==> config.mk <==
export PLATFORM = sky130hd
export DESIGN_NAME = uart_tx_queue_with_bypass_unit
export DESIGN_NICKNAME = d
export VERILOG_FILES = /design/src/rtl/utqb_pkg.sv /design/src/rtl/utqb_ctrl.sv /design/src/rtl/utqb_dp.sv /design/src/rtl/uart_tx_queue_with_bypass_unit.sv
export SDC_FILE = /design/constraint.sdc
export NUM_CORES = 1
export LEC_CHECK = 0
export ABC_CLOCK_PERIOD_IN_PS = 6500
export BUFFER_PORTS_ARGS = -buffer_cell sky130_fd_sc_hd__clkbuf_2
export CAP_MARGIN = 10
export CORE_MARGIN = 5
export CORE_UTILIZATION = 60
export DETAILED_ROUTE_END_ITERATION = 12
export PLACE_DENSITY = 0.78
export SLEW_MARGIN = 20
export SYNTH_ARGS = -nofsm -noshare
export SYNTH_HDL_FRONTEND = slang
export SYNTH_HIERARCHICAL = 1
export SYNTH_SLANG_ARGS = --single-unit
==> constraint.sdc <==
create_clock -name clk -period 6.5 [get_ports clk]
set_input_delay 0.325 -clock clk [delete_from_list [all_inputs] [get_ports clk]]
set_output_delay 0.325 -clock clk [all_outputs]
set_load 0.03 [all_outputs]
==> src/rtl/utqb_pkg.sv <==
package utqb_pkg;

  localparam int DEPTH = 16;
  localparam int PTR_W = $clog2(DEPTH);

  localparam logic OP_WRITE = 1'b0;
  localparam logic OP_READY = 1'b1;

  typedef struct packed {
    logic       opcode;
    logic [7:0] data_byte;
  } in_t;

  typedef struct packed {
    logic       send_valid;
    logic [7:0] send_byte;
    logic       full_error;
    logic       busy_res;
  } out_t;

  typedef struct packed {
    logic take;
  } cmd_t;

endpackage

==> src/rtl/utqb_ctrl.sv <==
module utqb_ctrl (
  input  logic          clk,
  input  logic          rst_n,
  input  logic          in_valid,
  output logic          in_ready,
  output logic          out_valid,
  input  logic          out_ready,
  output utqb_pkg::cmd_t cmd
);
  import utqb_pkg::*;

  typedef enum logic {ST_IDLE, ST_OUT} state_t;

  state_t state_r, state_nxt;

  always_comb begin
    state_nxt = state_r;
    unique case (state_r)
      ST_IDLE: if (in_valid) state_nxt = ST_OUT;
      ST_OUT:  if (out_ready) state_nxt = ST_IDLE;
      default: state_nxt = ST_IDLE;
    endcase
  end

  always_ff @(posedge clk) begin
    if (!rst_n) begin
      state_r <= ST_IDLE;
    end else begin
      state_r <= state_nxt;
    end
  end

  assign in_ready  = (state_r == ST_IDLE);
  assign out_valid = (state_r == ST_OUT);
  assign cmd.take  = in_ready && in_valid;

endmodule

==> src/rtl/utqb_dp.sv <==
module utqb_dp (
  input  logic           clk,
  input  logic           rst_n,
  input  utqb_pkg::cmd_t cmd,
  input  utqb_pkg::in_t  in_data,
  output utqb_pkg::out_t out_data
);
  import utqb_pkg::*;

  logic [7:0]       mem [DEPTH];
  logic [PTR_W-1:0] wr_ptr_r, rd_ptr_r;
  logic             sending_r;
  logic [PTR_W-1:0] wr_inc, rd_inc;
  logic             res_valid_r, res_full_r, use_mem_r;
  logic [7:0]       byte_r, rd_data_r;

  assign wr_inc = (wr_ptr_r == PTR_W'(DEPTH - 1)) ? '0 : wr_ptr_r + 1'b1;
  assign rd_inc = (rd_ptr_r == PTR_W'(DEPTH - 1)) ? '0 : rd_ptr_r + 1'b1;

  // control state: pointers and busy flag
  always_ff @(posedge clk) begin
    if (!rst_n) begin
      wr_ptr_r  <= '0;
      rd_ptr_r  <= '0;
      sending_r <= 1'b0;
    end else if (cmd.take) begin
      if (in_data.opcode == OP_WRITE) begin
        if (!sending_r) begin
          sending_r <= 1'b1;
        end else if (wr_inc != rd_ptr_r) begin
          wr_ptr_r <= wr_inc;
        end
      end else if (sending_r) begin
        if (wr_ptr_r == rd_ptr_r) begin
          sending_r <= 1'b0;
        end else begin
          rd_ptr_r <= rd_inc;
        end
      end
    end
  end

  // ring storage, registered read
  always_ff @(posedge clk) begin
    if (cmd.take && in_data.opcode == OP_WRITE && sending_r && wr_inc != rd_ptr_r) begin
      mem[wr_ptr_r] <= in_data.data_byte;
    end
    if (cmd.take && in_data.opcode == OP_READY) begin
      rd_data_r <= mem[rd_ptr_r];
    end
  end

  // result flags, held until the next request
  always_ff @(posedge clk) begin
    if (cmd.take) begin
      res_valid_r <= 1'b0;
      res_full_r  <= 1'b0;
      use_mem_r   <= 1'b0;
      byte_r      <= 8'h00;
      if (in_data.opcode == OP_WRITE) begin
        if (!sending_r) begin
          res_valid_r <= 1'b1;
          byte_r      <= in_data.data_byte;
        end else if (wr_inc == rd_ptr_r) begin
          res_full_r <= 1'b1;
        end
      end else if (sending_r && wr_ptr_r != rd_ptr_r) begin
        res_valid_r <= 1'b1;
        use_mem_r   <= 1'b1;
      end
    end
  end

  assign out_data.send_valid = res_valid_r;
  assign out_data.send_byte  = use_mem_r ? rd_data_r : byte_r;
  assign out_data.full_error = res_full_r;
  assign out_data.busy_res   = sending_r;

endmodule

==> src/rtl/uart_tx_queue_with_bypass_unit.sv <==
// Channel   Ports                            Moves
// input     in_valid / in_ready / in_data    one request: write byte or transmitter ready
// result    out_valid / out_ready / out_data one result per request
//
// On each request the accept cycle updates pointers, busy flag
// and the ring, the next cycle presents the result from registers.
// The ring read port is registered, so ring bytes also reach the output from a register.
// A new request is accepted only after the previous result is taken.
// Synchronous active-low reset clears pointers, busy flag and handshake state;
// ring contents stay undefined until written.
module uart_tx_queue_with_bypass_unit (
  input  logic           clk,
  input  logic           rst_n,
  input  logic           in_valid,
  output logic           in_ready,
  input  utqb_pkg::in_t  in_data,
  output logic           out_valid,
  input  logic           out_ready,
  output utqb_pkg::out_t out_data
);
  import utqb_pkg::*;

  cmd_t cmd;

  // sequence accept and delivery
  utqb_ctrl u_ctrl (
    .clk       (clk),
    .rst_n     (rst_n),
    .in_valid  (in_valid),
    .in_ready  (in_ready),
    .out_valid (out_valid),
    .out_ready (out_ready),
    .cmd       (cmd)
  );

  // hold the ring, pointers and result
  utqb_dp u_dp (
    .clk      (clk),
    .rst_n    (rst_n),
    .cmd      (cmd),
    .in_data  (in_data),
    .out_data (out_data)
  );

  // one request in flight: never ready for input while a result is pending
  a_one_in_flight: assert property (@(posedge clk) disable iff (!rst_n)
    !(out_valid && in_ready))
    else $error("input ready while result pending");

  // an accepted request yields a result in the next cycle
  a_result_follows: assert property (@(posedge clk) disable iff (!rst_n)
    (in_valid && in_ready) |=> out_valid)
    else $error("no result after accepted request");

  // a dropped write never sends a byte
  a_full_no_send: assert property (@(posedge clk) disable iff (!rst_n)
    out_valid |-> !(out_data.full_error && out_data.send_valid))
    else $error("full_error with send_valid");

  // a result that sends nothing carries a zero byte
  a_idle_byte_zero: assert property (@(posedge clk) disable iff (!rst_n)
    (out_valid && !out_data.send_valid) |-> (out_data.send_byte == 8'h00))
    else $error("nonzero byte without send_valid");

endmodule
==> impl_metrics.toml, run 1 <==
[cts]
cts.sinks = 157
htreeDepth = 4
cts-buffers-inserted = 17
clk_pin_slew_ns = 0.07
cts-root-buf = "clkbuf_8"
insertion_delay_ns = 0.53
postCtsHoldBufs = 0
clock_path_buffers = 2
cts_tree = "yes"
post_cts_buffers = 0
cts-resized-gates = 0

[worst_hold_path]
holdPathStages = 3
min_to = "u_ctrl/out_valid$_SDFF_PN0_"
min-delay-start = "out_ready"
min_path_type = "input pin to flip-flop"

[timing]
final-setup-viol-count = 0
max_freq_mhz = 373.2
slew_violations = 0
setup_ws_ns = 3.821
rsz0062_at_grt = "false"
hold_viol_final = 0
setup_tns_ns = 0
worstMarginPinSlew_ns = 0.7885
relSlewSlack_pct = 47.36
fin_skew_ns = 0.01044
finalCritPeriodShare_pct = 41.22
timing.hold.ws_ns = 0.1042
min_period_ns = 2.679

[yosys]
synth_top_family_by_area = "multiplexers"
postSynthRegisterBits = 157
syn-num-nets = 363
synth-compound-area-share_pct = 3.063
yosysUniqueCellTypes = 35
synthMuxAreaShare_pct = 14.73
ys_seq_area_share_pct = 71.49
synth.avg_cell_area_um2 = 18.76
synth_top_area_share_pct = 68.39
yosys_warnings = 6
yosys.area_share.simple_pct = 5.951
yosys.area_share.xor_xnor_pct = 1.337
synth_area_leaders = "edfxtp_1 (68%), mux4_2 (11%), dfxtp_1 (3.1%)"
synthArstFlopShare_pct = 0
synth_cells = 344
synth_largest_area_cell = "edfxtp_1"
synthFlopType = "edfxtp_1"
synth_edf_count = 147
netlist_area_mm2 = 0.006455
yosysMostFrequentCell = "edfxtp_1"
synthTopCellsByCount = "edfxtp_1 (147), mux4_2 (32), and3_1 (17)"
synthAdderAreaFrac_pct = 1.163

[grt]
grt_max_degree = 39
grt_pass1_vias = 3282
grt_first_pass_wirelength_um = 20180
grt.overflow.total = 0
antenna_found_initial = 0
gr-usage-all-layers_pct = 22.24

[critical_path]
path_class = "flip-flop to flip-flop"
slowest_stage = "a21oi_4"
rr_startpoint = "u_dp/wr_ptr_r[0]$_SDFFE_PN0P_"
start_kind = "flip-flop"
r2r-end = "u_dp/mem[12][6]$_DFFE_PP_"
crit_fanout = 19
critPathArrivalTime_ns = 2.86
worstSetupEndpointType = "flip-flop"
required_ns = 6.68
reg2reg_slack_ns = 3.82
slowest_delay_ns = 0.56
cp_top_family = "compound AO/OA/AOI/OAI gates"
worst-path-buf-inv = 0
ff2ff_path_depth = 6
cp_cell_sequence = "ha_1, a21o_1, a21oi_2, xnor2_1, a21oi_4, and3_1"

[routing]
drt-pass1-iter-count = 5
vias = 3238
remaining_drc_errors = 0
final_antenna_net_count = 0
drt_iter0_drc = 329
wl_per_cell_um = 25.52
routed_wl_um = 13270
viasPerCell = 6.227

[layout]
layout.nets = 390
nFillCells = 653
stdcell_count = 520
antennaDiodeCount = 0
final_core_util_pct = 69.45
fin_area_mm2 = 0.007234
syn_to_final_growth_pct = 12.08
drive_gt1_share_pct = 28.13

[placement]
portBuffers = 25
dp_cells = 488
place_congestion = 0.8543
hpwl_um = 8409
postPlaceCellArea_mm2 = 0.006646
place_ws_ns = 3.885

[power_and_ir_drop]
p_leak_nw = 2.430
power_frac_comb_pct = 3.0
p_clk_share_pct = 45.2
power.net_switching_mw = 0.4669
cellInternalPower_mw = 1.693
ir_worst_vdd_mv = 0.2566
power_density_mw_per_mm2 = 298.5
total_power_mw = 2.159
swShare_pct = 21.62
seqPwrFrac_pct = 51.8

[floorplan]
num_rows = 37
coreArea_mm2 = 0.01042
ioPinCount = 26
die_w_um = 113.7
initial_core_util_pct = 61.97
die_area_mm2 = 0.01293
die_h_um = 113.7

[run_status]
status = "completed"

[flow_run]
drv_cap = 0
power by group through the flow:
stage               Combinational (mW)  Sequential (mW)  Clock (mW)
detailed placement              0.0668             1.14           0
finish                          0.0658             1.12       0.976
CTS                             0.0670             1.12       0.988
global placement                0.0656             1.14           0
global route                    0.0712             1.12        1.05
floorplan                       0.0359             1.14           0
registers in the layout (all words and copies together) (netlist names):
name              count
u_dp/byte_r           8
u_dp/res_valid_r      1
u_ctrl/out_valid      1
u_dp/rd_data_r        8
u_dp/sending_r        1
u_dp/wr_ptr_r         4
u_dp/res_full_r       1
u_dp/use_mem_r        1
u_dp/mem            128
u_dp/rd_ptr_r         4
worst min-delay path: cells and delay by family:
family | cells | cell delay (ns)
AOI/OAI and AO/OA | 1 | 0.15
and+or+nand+nor | 1 | 0.03
buffers and inverters | 1 | 0.08
kinds of logic after synthesis:
logic type                 Yosys count
and+or+nand+nor                     66
adders and majority gates            6
AOI/OAI and AO/OA                   28
muxes                               54
xor gates and xnor gates             9
DFF                                157
buffers and inverters               24
how the worst max path moves through the flow:
stage                                        startpoint                   endpoint  cells past startpoint
final                     u_dp/wr_ptr_r[0]$_SDFFE_PN0P_  u_dp/mem[12][6]$_DFFE_PP_                      6
after global routing      u_dp/wr_ptr_r[1]$_SDFFE_PN0P_  u_dp/mem[12][2]$_DFFE_PP_                      6
after CTS                 u_dp/wr_ptr_r[0]$_SDFFE_PN0P_  u_dp/mem[12][6]$_DFFE_PP_                      6
after detailed placement  u_dp/wr_ptr_r[0]$_SDFFE_PN0P_   u_dp/mem[0][3]$_DFFE_PP_                      6
after global placement    u_dp/wr_ptr_r[0]$_SDFFE_PN0P_  u_dp/mem[12][2]$_DFFE_PP_                      6
after floorplan             u_ctrl/out_valid$_SDFF_PN0_  u_dp/mem[10][0]$_DFFE_PP_                      5
routing by layer:
layer	global-route usage [%]	vias to the layer above	routed length, um
met3	6.419	17	824
met1	31.19	1670	5536
met5	0	-	0
li1	-	1426	-
met4	6.971	0	238
met2	34.31	125	6668
placed cells by master (no fill, tap or decap), types with 2 or more instances in the layout:
cell type   netlist  final
a211oi_1          8      8
a21oi_1           9      9
a31oi_1           3      3
and2_1           11     11
and2_4            2      2
and3_1           17     17
buf_4             4      4
bufinv_16         0      2
clkbuf_16         0     16
clkbuf_2          0     25
clkinv_2          0      2
clkinvlp_4        0      2
dfxtp_1          10      9
edfxtp_1        147    147
ha_1              6      6
inv_1             3      3
inv_6             0      4
inv_8             0      4
mux2_2            8      8
mux2i_1          14     14
mux4_2           32     32
nand2_1          10     10
nand3_1           3      3
nor2_1            4      4
nor2b_1          15     15
o21a_1            3      3
xnor2_1           2      2
xor2_1            6      6
cell type report:
class | count | area (um^2) | share of cell area, %
flip-flops and latches | 157 | 4616 | 63.80
well taps | 136 | 170.2 | 2.352
inverters | 3 | 11.26 | 0.1557
multi-input cells | 163 | 1694 | 23.42
repair buffers | 29 | 155.1 | 2.145
clock buffers | 17 | 414.1 | 5.725
clock inverters | 15 | 173.9 | 2.404
No activity file was read; power rests on OpenSTA's default activity.
==> run 2: changes to the inputs <==
Settings changed: ABC_AREA from default to 1, ABC_CLOCK_PERIOD_IN_PS 6500 to 2800.
Clock period 6.5 ns to 2.8 ns, I/O delays scaled along.
==> run 2 against run 1 <==
Count of clock-buffer cells in the layout stayed put. Area after synthesis is 2.0% higher. Worst hold slack better by 0.052 ns. Sequential share of layout area is 2.3 points lower. Final cell count is 42% higher. Utilization is 0.12 points higher. Critical endpoint is now u_dp/mem[15][6]$_DFFE_PP_. Largest cell class unchanged. Highest routed layer unchanged.
==> impl_metrics.toml, run 2 <==
[yosys]
yosys.area_share.xor_xnor_pct = 0.7985
synthMuxAreaShare_pct = 1.369
synth_edf_count = 147
synth_cells = 547
synth_largest_area_cell = "edfxtp_1"
synthFlopType = "edfxtp_1"
yosys.area_share.simple_pct = 12.53
synth_area_leaders = "edfxtp_1 (67%), o21ai_0 (5.3%), nor2_1 (5.0%)"
synthAdderAreaFrac_pct = 1.141
postSynthRegisterBits = 157
yosysMostFrequentCell = "edfxtp_1"
synth-compound-area-share_pct = 9.715
yosys_warnings = 6
ys_seq_area_share_pct = 70.11
syn-num-nets = 566
synth_top_area_share_pct = 67.07
synthArstFlopShare_pct = 0
synth.avg_cell_area_um2 = 12.03
yosysUniqueCellTypes = 30
netlist_area_mm2 = 0.006581
synth_top_family_by_area = "simple AND/OR/NAND/NOR gates"
synthTopCellsByCount = "edfxtp_1 (147), nor2_1 (88), o21ai_0 (70)"

[flow_run]
drv_cap = 0

[floorplan]
die_area_mm2 = 0.01316
num_rows = 38
die_h_um = 114.7
ioPinCount = 26
initial_core_util_pct = 60.98
coreArea_mm2 = 0.01079
die_w_um = 114.7

[grt]
grt_first_pass_wirelength_um = 24210
antenna_found_initial = 0
grt.overflow.total = 0
grt_pass1_vias = 4398
grt_max_degree = 66
gr-usage-all-layers_pct = 25.39

[timing]
min_period_ns = 2.495
relSlewSlack_pct = 50.86
slew_violations = 0
final-setup-viol-count = 0
rsz0062_at_grt = "false"
fin_skew_ns = 0.004992
finalCritPeriodShare_pct = 89.11
worstMarginPinSlew_ns = 0.7331
max_freq_mhz = 400.8
setup_ws_ns = 0.3048
setup_tns_ns = 0
timing.hold.ws_ns = 0.1562
hold_viol_final = 0

[placement]
hpwl_um = 10000
dp_cells = 702
place_congestion = 0.9233
portBuffers = 25
place_ws_ns = 0.3440

[cts]
cts.sinks = 157
cts-root-buf = "clkbuf_8"
clock_path_buffers = 2
htreeDepth = 4
insertion_delay_ns = 0.54
clk_pin_slew_ns = 0.06
cts-buffers-inserted = 17
cts-resized-gates = 0
cts_tree = "yes"

[layout]
antennaDiodeCount = 0
drive_gt1_share_pct = 16.89
layout.nets = 604
nFillCells = 724
stdcell_count = 738
final_common_cell = "edfxtp_1"
layout_common_cells = "edfxtp_1 (147), nor2_1 (88), o21ai_0 (70)"
regMostFlops = "u_dp/mem"
syn_to_final_growth_pct = 14.09
top_regs = "u_dp/mem: 128 flops, u_dp/byte_r: 8 flops, u_dp/rd_data_r: 8 flops"
largest_reg_flops = 128

[power_and_ir_drop]
total_power_mw = 5.075
p_leak_nw = 2.698
power_density_mw_per_mm2 = 676.0
ir_worst_vdd_mv = 0.5766

[critical_path]
slowest_delay_ns = 0.58
slowest_stage = "nor3_2"
critPathArrivalTime_ns = 2.67
cp_top_family = "simple AND/OR/NAND/NOR gates"
start_kind = "flip-flop"
required_ns = 2.97
worstSetupEndpointType = "flip-flop"
crit_fanout = 16
cp_common_cell = "nand2_4"
path_class = "flip-flop to flip-flop"
cp_cell_sequence = "inv_1, ha_1, xnor2_1, nand3_1, nor2_2, nand2_4, nand2_4, nor3_2"
worst-path-buf-inv = 1

[routing]
vias = 4534
routed_wl_um = 15650
drt-pass1-iter-count = 5
viasPerCell = 6.144
wl_per_cell_um = 21.20
drt_iter0_drc = 495
remaining_drc_errors = 0
final_antenna_net_count = 0

[worst_hold_path]
min_path_type = "input pin to flip-flop"

[run_status]
status = "completed"
run 2: metal layers:
| metal | global-route usage (%) | part of all wire, % | wire (um) |
|---|---|---|---|
| met3 | 7.000 | 10 | 1615 |
| met4 | 12.36 | 3.2 | 507 |
| met2 | 39.58 | 48 | 7501 |
| met5 | 0 | 0 | 0 |
| met1 | 33.32 | 38 | 6022 |
run 2: final timing paths:
path | start | endpoint | slack (ns) | cells after the start
setup / recovery | u_dp/wr_ptr_r[0]$_SDFFE_PN0P_ | u_dp/mem[15][6]$_DFFE_PP_ | 0.30 | 8
hold / removal | in_data[4] | u_dp/mem[0][4]$_DFFE_PP_ | 0.16 | 1
setup reg to reg | u_dp/wr_ptr_r[0]$_SDFFE_PN0P_ | u_dp/mem[15][6]$_DFFE_PP_ | 0.30 | 8
hold reg to reg | u_dp/wr_ptr_r[3]$_SDFFE_PN0P_ | u_dp/wr_ptr_r[3]$_SDFFE_PN0P_ | 0.61 | 2
run 2: report_power, final:
group          leakage [nW]  internal (mW)  switching (mW)
sequential             1.42           2.59          0.0167
clock                 0.282           1.35           0.898
combinational          1.00         0.0582           0.158
run 2: layout make-up:
cell class              instances  area, um^2  area share [%]
repair buffers                 50       322.8           4.299
multi-input cells             325        1682           22.40
inverters                      34       127.6           1.700
clock buffers                  17       414.1           5.516
well taps                     140       175.2           2.333
flip-flops and latches        157        4616           61.47
clock inverters                15       171.4           2.283
run 2: cell families after synthesis:
logic type,Yosys count
simple gates,193
flops,157
compound gates,112
buf+inv,65
mux,8
xor+xnor,6
fa+ha+maj,6
run 2: what timing repair did:
item,4_1_cts,5_1_grt
hold buffers,4,0
endpoints found under the hold margin,10,0
setup buffers,0,0
run 2: metrics by stage:
stage                     cell area (um^2)  util (%)
after global placement                6883     63.77
after CTS                             7508     69.57
after detailed placement              6883     63.77
after floorplan                       6581         -
after global routing                  7508     69.57
final                                 7508     69.57
